--- src/design/smeo_pkg.sv ---
// shared types and constants of the sliding-mode back-emf observer
package smeo_pkg;

	// sequencer steps, twelve per axis
	typedef enum logic [3:0] {
		ST_IDLE,
		ST_VE,    // t = sat(v - e)
		ST_DZ,    // t = sat(t - z), drive term
		ST_MF,    // product F * i_est
		ST_QF,    // q = truncated product
		ST_MG,    // product G * drive
		ST_QG,    // t = truncated product
		ST_IE,    // i_est = sat(q + t)
		ST_ERR,   // new sign code from i_est - i_meas
		ST_ZE,    // t = sat(z_new - e)
		ST_ML,    // product L * t
		ST_QL,    // t = truncated product
		ST_EE,    // e = sat(e + t)
		ST_DONE   // load result register
	} step_t;

	typedef enum logic {
		ALU_ADD,
		ALU_SUB
	} alu_op_t;

	typedef enum logic [1:0] {
		REG_STATE_GAIN,
		REG_INPUT_GAIN,
		REG_FILTER_GAIN,
		REG_SLIDE_MAG
	} reg_idx_t;

	// sliding term codes; the fourth code acts as zero
	localparam logic [1:0] SIGN_ZERO   = 2'd0;
	localparam logic [1:0] SIGN_POS    = 2'd1;
	localparam logic [1:0] SIGN_NEG    = 2'd2;
	localparam logic [1:0] SIGN_UNUSED = 2'd3;

	localparam int GAIN_W = 15;
	localparam int MAG_W  = 31;
	localparam int FIELD_W = 32;

	localparam logic [GAIN_W-1:0] STATE_GAIN_RST  = 15'd32322;
	localparam logic [GAIN_W-1:0] INPUT_GAIN_RST  = 15'd2222;
	localparam logic [GAIN_W-1:0] FILTER_GAIN_RST = 15'd6554;
	localparam logic [MAG_W-1:0]  SLIDE_MAG_RST   = 31'd19660800;

	typedef struct packed {
		step_t step;
		logic  axis;      // 0 alpha, 1 beta
		logic  load_out;  // result register takes the new estimates
	} ctrl_t;

endpackage

--- src/design/smeo_alu.sv ---
// shared saturating adder/subtractor with exact sign flags
module smeo_alu #(
	parameter int DW = 32,
	parameter int W  = 33
) (
	input  smeo_pkg::alu_op_t     op,
	input  logic signed [W-1:0]   a,
	input  logic signed [W-1:0]   b,
	output logic signed [DW-1:0]  sat_res,
	output logic                  is_pos,
	output logic                  is_neg
);

	localparam logic signed [W-1:0] SMAX = W'((64'sd1 <<< (DW - 1)) - 64'sd1);
	localparam logic signed [W-1:0] SMIN = -SMAX - W'(1);

	logic signed [W-1:0] exact;

	always_comb begin
		exact = (op == smeo_pkg::ALU_SUB) ? (a - b) : (a + b);
		if (exact > SMAX) begin
			sat_res = SMAX[DW-1:0];
		end else if (exact < SMIN) begin
			sat_res = SMIN[DW-1:0];
		end else begin
			sat_res = exact[DW-1:0];
		end
		is_neg = exact[W-1];
		is_pos = !exact[W-1] && (exact != '0);
	end

endmodule

--- src/design/smeo_mul.sv ---
// shared gain multiplier, registered product, quotient by 2^15 toward zero
module smeo_mul #(
	parameter int DW = 32
) (
	input  logic                                 clk,
	input  logic                                 en,
	input  logic [smeo_pkg::GAIN_W-1:0]          gain,
	input  logic signed [DW-1:0]                 x,
	output logic signed [DW-1:0]                 quo
);

	localparam int PW = DW + smeo_pkg::GAIN_W + 1;

	logic signed [PW-1:0] prod_s1;
	logic signed [PW-1:0] biased;

	always_ff @(posedge clk) begin
		if (en) begin
			prod_s1 <= PW'($signed({1'b0, gain})) * PW'(x);
		end
	end

	// negative products get 2^15-1 added so the shift rounds toward zero
	always_comb begin
		biased = prod_s1 + (prod_s1[PW-1] ? PW'(32767) : PW'(0));
		quo = biased[DW+smeo_pkg::GAIN_W-1:smeo_pkg::GAIN_W];
	end

endmodule

--- src/design/smeo_seq.sv ---
// step sequencer of the observer
module smeo_seq (
	input  logic             clk,
	input  logic             arst_n,
	input  logic             in_fire,
	input  logic             out_free,
	output smeo_pkg::ctrl_t  ctrl
);

	smeo_pkg::step_t step_q, step_d;
	logic            axis_q, axis_d;
	logic            load;

	always_ff @(posedge clk or negedge arst_n) begin
		if (!arst_n) begin
			step_q <= smeo_pkg::ST_IDLE;
			axis_q <= 1'b0;
		end else begin
			step_q <= step_d;
			axis_q <= axis_d;
		end
	end

	always_comb begin
		step_d = step_q;
		axis_d = axis_q;
		load   = 1'b0;
		unique case (step_q)
			smeo_pkg::ST_IDLE: begin
				if (in_fire) begin
					step_d = smeo_pkg::ST_VE;
					axis_d = 1'b0;
				end
			end
			smeo_pkg::ST_VE:  step_d = smeo_pkg::ST_DZ;
			smeo_pkg::ST_DZ:  step_d = smeo_pkg::ST_MF;
			smeo_pkg::ST_MF:  step_d = smeo_pkg::ST_QF;
			smeo_pkg::ST_QF:  step_d = smeo_pkg::ST_MG;
			smeo_pkg::ST_MG:  step_d = smeo_pkg::ST_QG;
			smeo_pkg::ST_QG:  step_d = smeo_pkg::ST_IE;
			smeo_pkg::ST_IE:  step_d = smeo_pkg::ST_ERR;
			smeo_pkg::ST_ERR: step_d = smeo_pkg::ST_ZE;
			smeo_pkg::ST_ZE:  step_d = smeo_pkg::ST_ML;
			smeo_pkg::ST_ML:  step_d = smeo_pkg::ST_QL;
			smeo_pkg::ST_QL:  step_d = smeo_pkg::ST_EE;
			smeo_pkg::ST_EE: begin
				if (!axis_q) begin
					axis_d = 1'b1;
					step_d = smeo_pkg::ST_VE;
				end else begin
					step_d = smeo_pkg::ST_DONE;
				end
			end
			smeo_pkg::ST_DONE: begin
				if (out_free) begin
					load   = 1'b1;
					step_d = smeo_pkg::ST_IDLE;
				end
			end
			default: step_d = smeo_pkg::ST_IDLE;
		endcase
	end

	always_comb begin
		ctrl.step     = step_q;
		ctrl.axis     = axis_q;
		ctrl.load_out = load;
	end

endmodule

--- src/design/sliding_mode_emf_observer.sv ---
// top level of the sliding-mode back-emf observer
//
//  channel  | group                 | fields (low bits first)
//  ---------+-----------------------+-------------------------------------------
//  input    | s_tvalid/tready/tdata | v_alpha, v_beta, i_alpha, i_beta
//  result   | m_tvalid/tready/tdata | emf_alpha, emf_beta, cur_alpha_est,
//           |                       | cur_beta_est
//  config   | apb, pready tied high | state_gain, input_gain, filter_gain,
//           |                       | slide_magnitude at 0x0/0x4/0x8/0xc
//
// an item runs 12 steps per axis on the shared adder and the shared gain
// multiplier, then loads the result register and goes back to idle
// s_tready is high only in idle; the result register holds one finished
// transfer, so the block may take the next item while it waits on m_tready
// and stalls in its last step only if that register is still full
// reset clears the estimates, the sliding codes and the gains to defaults
module sliding_mode_emf_observer #(
	parameter int DATA_WIDTH = 32
) (
	input  logic         clk,
	input  logic         arst_n,
	// input stream
	input  logic         s_tvalid,
	output logic         s_tready,
	input  logic [127:0] s_tdata,   // v_alpha, v_beta, i_alpha, i_beta
	// result stream
	output logic         m_tvalid,
	input  logic         m_tready,
	output logic [127:0] m_tdata,   // emf_alpha, emf_beta, cur_alpha_est, cur_beta_est
	// configuration
	input  logic         psel,
	input  logic         penable,
	input  logic         pwrite,
	input  logic [3:0]   paddr,
	input  logic [31:0]  pwdata,
	output logic [31:0]  prdata,
	output logic         pready
);

	localparam int FW = smeo_pkg::FIELD_W;
	// operands fit in EW bits, a sum or difference in EW+1
	localparam int EW = (DATA_WIDTH > FW) ? DATA_WIDTH : FW;
	localparam int W  = EW + 1;

	// configuration registers
	logic [smeo_pkg::GAIN_W-1:0] state_gain_q;
	logic [smeo_pkg::GAIN_W-1:0] input_gain_q;
	logic [smeo_pkg::GAIN_W-1:0] filter_gain_q;
	logic [smeo_pkg::MAG_W-1:0]  slide_mag_q;

	// captured input transfer
	logic signed [FW-1:0] v_alpha_q, v_beta_q, i_alpha_q, i_beta_q;

	// observer state, index 0 alpha, 1 beta
	logic signed [DATA_WIDTH-1:0] i_est_q [2];
	logic signed [DATA_WIDTH-1:0] e_est_q [2];
	logic [1:0]                   code_q  [2];

	// working registers
	logic signed [DATA_WIDTH-1:0] t_q;
	logic signed [DATA_WIDTH-1:0] q_q;

	// result register
	logic [4*FW-1:0] out_q;
	logic            m_tvalid_q;

	smeo_pkg::ctrl_t ctrl;
	logic            in_fire;
	logic            out_free;
	logic            cfg_wr;
	logic            ax;

	// shared unit connections
	smeo_pkg::alu_op_t            alu_op;
	logic signed [W-1:0]          alu_a, alu_b;
	logic signed [DATA_WIDTH-1:0] alu_res;
	logic                         alu_pos, alu_neg;
	logic                         mul_en;
	logic [smeo_pkg::GAIN_W-1:0]  mul_gain;
	logic signed [DATA_WIDTH-1:0] mul_x;
	logic signed [DATA_WIDTH-1:0] mul_quo;

	// per-axis selections
	logic signed [FW-1:0]         v_sel, i_sel;
	logic signed [DATA_WIDTH-1:0] i_est_sel, e_est_sel;
	logic [1:0]                   code_sel;

	function automatic logic signed [W-1:0] ext_d(input logic signed [DATA_WIDTH-1:0] x);
		return W'(x);
	endfunction

	function automatic logic signed [W-1:0] ext_f(input logic signed [FW-1:0] x);
		return W'(x);
	endfunction

	function automatic logic [FW-1:0] to_field(input logic signed [DATA_WIDTH-1:0] x);
		logic signed [EW-1:0] wide;
		wide = EW'(x);
		return wide[FW-1:0];
	endfunction

	// sliding term from its sign code
	function automatic logic signed [W-1:0] slide(input logic [1:0] code,
			input logic [smeo_pkg::MAG_W-1:0] mag);
		logic signed [W-1:0] k;
		k = W'($signed({1'b0, mag}));
		if (code == smeo_pkg::SIGN_POS) begin
			return k;
		end else if (code == smeo_pkg::SIGN_NEG) begin
			return -k;
		end
		return '0;
	endfunction

	assign in_fire  = s_tvalid && s_tready;
	assign out_free = !m_tvalid_q || m_tready;
	assign cfg_wr   = psel && penable && pwrite && pready;
	assign ax       = ctrl.axis;

	assign s_tready = (ctrl.step == smeo_pkg::ST_IDLE);
	assign m_tvalid = m_tvalid_q;
	assign m_tdata  = out_q;
	assign pready   = 1'b1;

	smeo_seq u_seq (
		.clk      (clk),
		.arst_n   (arst_n),
		.in_fire  (in_fire),
		.out_free (out_free),
		.ctrl     (ctrl)
	);

	smeo_alu #(
		.DW (DATA_WIDTH),
		.W  (W)
	) u_alu (
		.op      (alu_op),
		.a       (alu_a),
		.b       (alu_b),
		.sat_res (alu_res),
		.is_pos  (alu_pos),
		.is_neg  (alu_neg)
	);

	smeo_mul #(
		.DW (DATA_WIDTH)
	) u_mul (
		.clk  (clk),
		.en   (mul_en),
		.gain (mul_gain),
		.x    (mul_x),
		.quo  (mul_quo)
	);

	// register read
	always_comb begin
		unique case (smeo_pkg::reg_idx_t'(paddr[3:2]))
			smeo_pkg::REG_STATE_GAIN:  prdata = 32'(state_gain_q);
			smeo_pkg::REG_INPUT_GAIN:  prdata = 32'(input_gain_q);
			smeo_pkg::REG_FILTER_GAIN: prdata = 32'(filter_gain_q);
			smeo_pkg::REG_SLIDE_MAG:   prdata = 32'(slide_mag_q);
			default:                   prdata = '0;
		endcase
	end

	always_ff @(posedge clk or negedge arst_n) begin
		if (!arst_n) begin
			state_gain_q  <= smeo_pkg::STATE_GAIN_RST;
			input_gain_q  <= smeo_pkg::INPUT_GAIN_RST;
			filter_gain_q <= smeo_pkg::FILTER_GAIN_RST;
			slide_mag_q   <= smeo_pkg::SLIDE_MAG_RST;
		end else if (cfg_wr) begin
			unique case (smeo_pkg::reg_idx_t'(paddr[3:2]))
				smeo_pkg::REG_STATE_GAIN:  state_gain_q  <= pwdata[smeo_pkg::GAIN_W-1:0];
				smeo_pkg::REG_INPUT_GAIN:  input_gain_q  <= pwdata[smeo_pkg::GAIN_W-1:0];
				smeo_pkg::REG_FILTER_GAIN: filter_gain_q <= pwdata[smeo_pkg::GAIN_W-1:0];
				smeo_pkg::REG_SLIDE_MAG:   slide_mag_q   <= pwdata[smeo_pkg::MAG_W-1:0];
				default: ;
			endcase
		end
	end

	// axis selection
	always_comb begin
		v_sel     = ax ? v_beta_q : v_alpha_q;
		i_sel     = ax ? i_beta_q : i_alpha_q;
		i_est_sel = i_est_q[ax];
		e_est_sel = e_est_q[ax];
		code_sel  = code_q[ax];
	end

	// operand routing for the shared adder and multiplier
	always_comb begin
		alu_op   = smeo_pkg::ALU_SUB;
		alu_a    = ext_d(t_q);
		alu_b    = ext_d(e_est_sel);
		mul_en   = 1'b0;
		mul_gain = state_gain_q;
		mul_x    = t_q;
		unique case (ctrl.step)
			smeo_pkg::ST_VE: begin
				alu_a = ext_f(v_sel);
				alu_b = ext_d(e_est_sel);
			end
			smeo_pkg::ST_DZ: begin
				alu_a = ext_d(t_q);
				alu_b = slide(code_sel, slide_mag_q);
			end
			smeo_pkg::ST_MF: begin
				mul_en   = 1'b1;
				mul_gain = state_gain_q;
				mul_x    = i_est_sel;
			end
			smeo_pkg::ST_MG: begin
				mul_en   = 1'b1;
				mul_gain = input_gain_q;
				mul_x    = t_q;
			end
			smeo_pkg::ST_IE: begin
				alu_op = smeo_pkg::ALU_ADD;
				alu_a  = ext_d(q_q);
				alu_b  = ext_d(t_q);
			end
			smeo_pkg::ST_ERR: begin
				// exact difference, its sign never saturates
				alu_a = ext_d(i_est_sel);
				alu_b = ext_f(i_sel);
			end
			smeo_pkg::ST_ZE: begin
				alu_a = slide(code_sel, slide_mag_q);
				alu_b = ext_d(e_est_sel);
			end
			smeo_pkg::ST_ML: begin
				mul_en   = 1'b1;
				mul_gain = filter_gain_q;
				mul_x    = t_q;
			end
			smeo_pkg::ST_EE: begin
				alu_op = smeo_pkg::ALU_ADD;
				alu_a  = ext_d(e_est_sel);
				alu_b  = ext_d(t_q);
			end
			default: ;
		endcase
	end

	// input capture and working registers
	always_ff @(posedge clk) begin
		if (in_fire) begin
			v_alpha_q <= s_tdata[FW-1:0];
			v_beta_q  <= s_tdata[2*FW-1:FW];
			i_alpha_q <= s_tdata[3*FW-1:2*FW];
			i_beta_q  <= s_tdata[4*FW-1:3*FW];
		end
		case (ctrl.step) inside
			smeo_pkg::ST_VE, smeo_pkg::ST_DZ, smeo_pkg::ST_ZE: t_q <= alu_res;
			smeo_pkg::ST_QG, smeo_pkg::ST_QL:                  t_q <= mul_quo;
			smeo_pkg::ST_QF:                                   q_q <= mul_quo;
			default: ;
		endcase
		if (ctrl.load_out) begin
			out_q <= {to_field(i_est_q[1]), to_field(i_est_q[0]),
				to_field(e_est_q[1]), to_field(e_est_q[0])};
		end
	end

	// observer state
	always_ff @(posedge clk or negedge arst_n) begin
		if (!arst_n) begin
			i_est_q[0] <= '0;
			i_est_q[1] <= '0;
			e_est_q[0] <= '0;
			e_est_q[1] <= '0;
			code_q[0]  <= smeo_pkg::SIGN_ZERO;
			code_q[1]  <= smeo_pkg::SIGN_ZERO;
		end else begin
			case (ctrl.step)
				smeo_pkg::ST_IE: i_est_q[ax] <= alu_res;
				smeo_pkg::ST_EE: e_est_q[ax] <= alu_res;
				smeo_pkg::ST_ERR: begin
					if (alu_pos) begin
						code_q[ax] <= smeo_pkg::SIGN_POS;
					end else if (alu_neg) begin
						code_q[ax] <= smeo_pkg::SIGN_NEG;
					end else begin
						code_q[ax] <= smeo_pkg::SIGN_ZERO;
					end
				end
				default: ;
			endcase
		end
	end

	// result valid
	always_ff @(posedge clk or negedge arst_n) begin
		if (!arst_n) begin
			m_tvalid_q <= 1'b0;
		end else if (ctrl.load_out) begin
			m_tvalid_q <= 1'b1;
		end else if (m_tready) begin
			m_tvalid_q <= 1'b0;
		end
	end

`ifndef NO_ASSERTIONS
	// an accepted transfer starts the alpha pass at once
	a_start: assert property (@(posedge clk) disable iff (!arst_n)
		in_fire |=> (ctrl.step == smeo_pkg::ST_VE) && !ctrl.axis)
		else $error("accepted transfer did not start the alpha pass");

	// a new result only appears out of the final step
	a_result: assert property (@(posedge clk) disable iff (!arst_n)
		ctrl.load_out |-> (ctrl.step == smeo_pkg::ST_DONE) && ctrl.axis && out_free)
		else $error("result loaded outside the final step or over a pending result");

	// the unused sign code never gets stored
	a_code: assert property (@(posedge clk) disable iff (!arst_n)
		(code_q[0] != smeo_pkg::SIGN_UNUSED) && (code_q[1] != smeo_pkg::SIGN_UNUSED))
		else $error("unused sliding code stored");
`endif

endmodule

--- config.mk ---
export PLATFORM = sky130hd
export DESIGN_NAME = sliding_mode_emf_observer
export DESIGN_NICKNAME = d
export VERILOG_FILES = /design/src/design/smeo_pkg.sv /design/src/design/smeo_alu.sv /design/src/design/smeo_mul.sv /design/src/design/smeo_seq.sv /design/src/design/sliding_mode_emf_observer.sv
export SDC_FILE = /design/constraint.sdc
export NUM_CORES = 2
export LEC_CHECK = 0
export BUFFER_PORTS_ARGS = -buffer_cell sky130_fd_sc_hd__buf_2
export CAP_MARGIN = 20
export CORE_ASPECT_RATIO = 1.75
export CORE_MARGIN = 2
export CORE_UTILIZATION = 55
export DETAILED_ROUTE_END_ITERATION = 8
export GPL_ROUTABILITY_DRIVEN = 0
export MAX_ROUTING_LAYER = met4
export PLACE_DENSITY = 0.74
export SYNTH_ARGS = -nofsm -noshare
export SYNTH_HDL_FRONTEND = slang
export SYNTH_SLANG_ARGS = --single-unit
--- constraint.sdc ---
create_clock -name clk -period 21.5 [get_ports clk]
set_input_delay 5.375 -clock clk [delete_from_list [all_inputs] [get_ports clk]]
set_output_delay 5.375 -clock clk [all_outputs]
set_load 0.02 [all_outputs]
==> impl_metrics.yaml <==
timing:
  rsz0062_at_grt: "false"
  clock.fmax_ghz: 0.0819
  period_needed_ps: 12210
  setup_viol: 0
  clock_skew_ps: 30.4
  final.setup.tns_ps: 0
  hold_viol_final: 0
  fin_crit_sh: 0.568
  drv_slew: 0
  slew_headroom: 0.105
  tightest_slew_ps: 1330
layout:
  area_growth_pct: 10.7
  drive_gt1_frac: 0.161
  postLayoutCoreUtil: 0.615
  design_area_sq_um: 49800
  nets: 5386
  num-fill-cells: 6485
floorplan:
  dieHeight_um: 382
  dieArea_sq_um: 84100
  rows: 138
  io_pins: 334
  fp.dieW_um: 220
  core-area_sq_um: 81000
  start_util: 0.555
global_routing:
  grt_remaining_overflow: 0
  grt_pass1_wl_um: 218000
  grt_max_degree: 91
  antenna_found_initial: 8
  first_global_vias: 36105
  grt_usage: 0.367
worst_hold_path:
  hold_class: "reg -> reg"
worst_setup_path:
  cp_data_required_time_ps: 16120
  crit_buf_inv: 2
  critical-path-top-delay-family: "buffers and inverters"
  path_max_fanout: 33
  cp_slowest_stage_delay_ps: 650
  crit_slowest_cell: "mux4_2"
  crit_path_end_kind: "primary output"
  critPathLaunchType: "input pin"
  crit_arrival_ps: 6840
  path_common_cell: "buf_2"
  critPathKind: "in -> out"
  cp_cell_sequence: "buf_2 > mux4_2 > buf_2"
synthesis:
  ys.warnings.count: 0
  synth-edff-count: 368
  synth_area_sq_um: 44900
  async_reset_ff_frac: 0.368
  synth_fp_nets: 5111
  ys.flop_type: "edfxtp_1"
  ys_seq_area_frac: 0.366
  synth_cell_types: 99
  synthCells: 4322
  syn_area_per_cell_sq_um: 10.4
  ys_seq_elements: 582
clocking:
  clock_sink_count: 582
  cts_tree: "built"
  hold_buffers: 0
  clock_latency_ps: 650
  cts-root-buf: "clkbuf_16"
  clk_path_buf_depth: 3
  htree_num_levels: 2
  cts.repair.resized: 0
  clk_pin_slew_ps: 70
  cts_setup_buffers: 0
  cts_buffers: 53
routing:
  route.detailed.drc: 0
  drt_iter0_drc: 3367
  firstDrtPassIters: 9
  wl_um: 146000
  postRouteAntennaNets: 0
  wl_per_cell_um: 25.6
  route.vias.total: 35350
  via_per_inst: 6.21
placement:
  placed_cell_area_sq_um: 47800
  dp_hpwl_um: 112000
  port_buffers: 328
run:
  drv_cap: 0
outcome:
  outcome: "finished clean"
-- area by class of cell --
class | count | area [sq um] | area share
Antenna cell | 6 | 15.0 | 0.000302
Clock buffer | 69 | 1460 | 0.0294
Clock inverter | 30 | 333 | 0.00669
Inverter | 504 | 1890 | 0.0380
Multi-Input combinational cell | 3036 | 25900 | 0.521
Sequential cell | 582 | 16400 | 0.330
Tap cell | 1050 | 1310 | 0.0264
Timing Repair Buffer | 420 | 2380 | 0.0478
-- state kept, by name (all words and copies together), names as in the netlist, named ones only --
register	flops
t_q	32
q_q	32
u_mul.prod_s1	48
state_gain_q	15
m_tdata	128
m_tvalid	1
u_seq.axis_q	1
slide_mag_q	31
e_est_q	64
input_gain_q	15
v_beta_q	32
i_beta_q	32
i_est_q	64
u_seq.step_q	4
filter_gain_q	15
v_alpha_q	32
i_alpha_q	32
-- per-stage QoR --
step           setup WS (ps)  hold WS, ps  std cells
5_1_grt                 9200          479       5697
3_3_place_gp            9270          455       5579
2_1_floorplan           6650          440       4322
4_1_cts                 9280          462       5679
3_5_place_dp            9290          458       5580
6_report                9290          464       5697
-- cell usage in the layout (no fill, tap or decap), types with 16 or more instances in the layout --
| cell | n |
|---|---|
| a211oi_1 | 24 |
| a21o_1 | 84 |
| a21oi_1 | 199 |
| a21oi_2 | 25 |
| a22oi_1 | 16 |
| a31oi_1 | 20 |
| and2_1 | 18 |
| and3_1 | 31 |
| buf_2 | 328 |
| buf_4 | 86 |
| clkbuf_16 | 55 |
| dfrtp_1 | 188 |
| dfstp_2 | 25 |
| edfxtp_1 | 368 |
| fa_1 | 455 |
| ha_1 | 163 |
| inv_1 | 503 |
| maj3_2 | 26 |
| mux2_2 | 90 |
| mux2i_1 | 116 |
| nand2_1 | 526 |
| nand2b_1 | 32 |
| nand3_1 | 34 |
| nand4_1 | 20 |
| nor2_1 | 413 |
| nor3_1 | 33 |
| o21ai_0 | 105 |
| o21ai_1 | 115 |
| o22ai_1 | 29 |
| xnor2_1 | 97 |
| xor2_1 | 64 |
-- per-layer routing --
metal / track usage / wire length (um)
met1: 0.370 / 44800
met2: 0.574 / 68600
met5: - / 0
met4: 0.346 / 18500
met3: 0.0943 / 13900
-- worst paths after layout --
| check | slack (ps) | start | end | cells after the start |
|---|---|---|---|---|
| worst max-delay path | 9290 | paddr[3] | prdata[11] | 3 |
| worst min-delay path | 460 | i_est_q[58]$_DFFE_PN0P_ | m_tdata[90]$_DFFE_PP_ | 0 |
| worst max register to register | 10180 | u_seq.step_q[1]$_DFFE_PN0P_ | u_mul.prod_s1[40]$_DFFE_PP_ | 32 |
| worst min register to register | 460 | i_est_q[58]$_DFFE_PN0P_ | m_tdata[90]$_DFFE_PP_ | 0 |
| max in group asynchronous | 14530 | arst_n | i_est_q[61]$_DFFE_PN0P_ | 3 |
| min in group asynchronous | 4790 | arst_n | asynchronous set/reset pin | 1 |
-- kinds of logic after synthesis --
logic type / share of synthesized area
fa+ha+maj: 0.255
other cells: 0.000167
flops: 0.366
mux: 0.0559
simple gates: 0.119
buf+inv: 0.0605
compound gates: 0.111
xor+xnor: 0.0325
-- synth_stat cells (all sizes together) (8+ instances only) --
master / count / share of area
dfrtp: 189 / 0.11
dfstp: 25 / 0.015
inv: 503 / 0.042
o31ai: 8 / 0.0013
nand3: 34 / 0.0038
nor4: 16 / 0.0032
buf: 46 / 0.0055
nand4: 20 / 0.0028
maj3: 27 / 0.0067
edfxtp: 368 / 0.25
a2111oi: 14 / 0.0027
a21o: 84 / 0.014
mux2i: 116 / 0.026
o21bai: 12 / 0.0020
xnor2: 101 / 0.020
or3: 12 / 0.0017
a41oi: 9 / 0.0018
o211ai: 13 / 0.0022
a211oi: 24 / 0.0040
and2: 20 / 0.0028
mux2: 90 / 0.023
and3: 31 / 0.0043
o22ai: 30 / 0.0043
a21oi: 225 / 0.027
o221ai: 9 / 0.0018
fa: 455 / 0.20
nor2: 417 / 0.035
xor2: 66 / 0.013
o21ai: 221 / 0.025
nor2b: 14 / 0.0019
nand2b: 32 / 0.0045
ha: 163 / 0.045
nor3: 39 / 0.0047
or2: 11 / 0.0015
o21a: 15 / 0.0025
a22oi: 16 / 0.0027
a221oi: 10 / 0.0019
a31oi: 20 / 0.0028
mux4: 15 / 0.0075
a22o: 9 / 0.0018
clkbuf: 154 / 0.013
nand2: 532 / 0.045
Power is left out: the tool's default activity adds up to more than one toggle a clock period on the data nets, which glitch-free logic cannot reach.
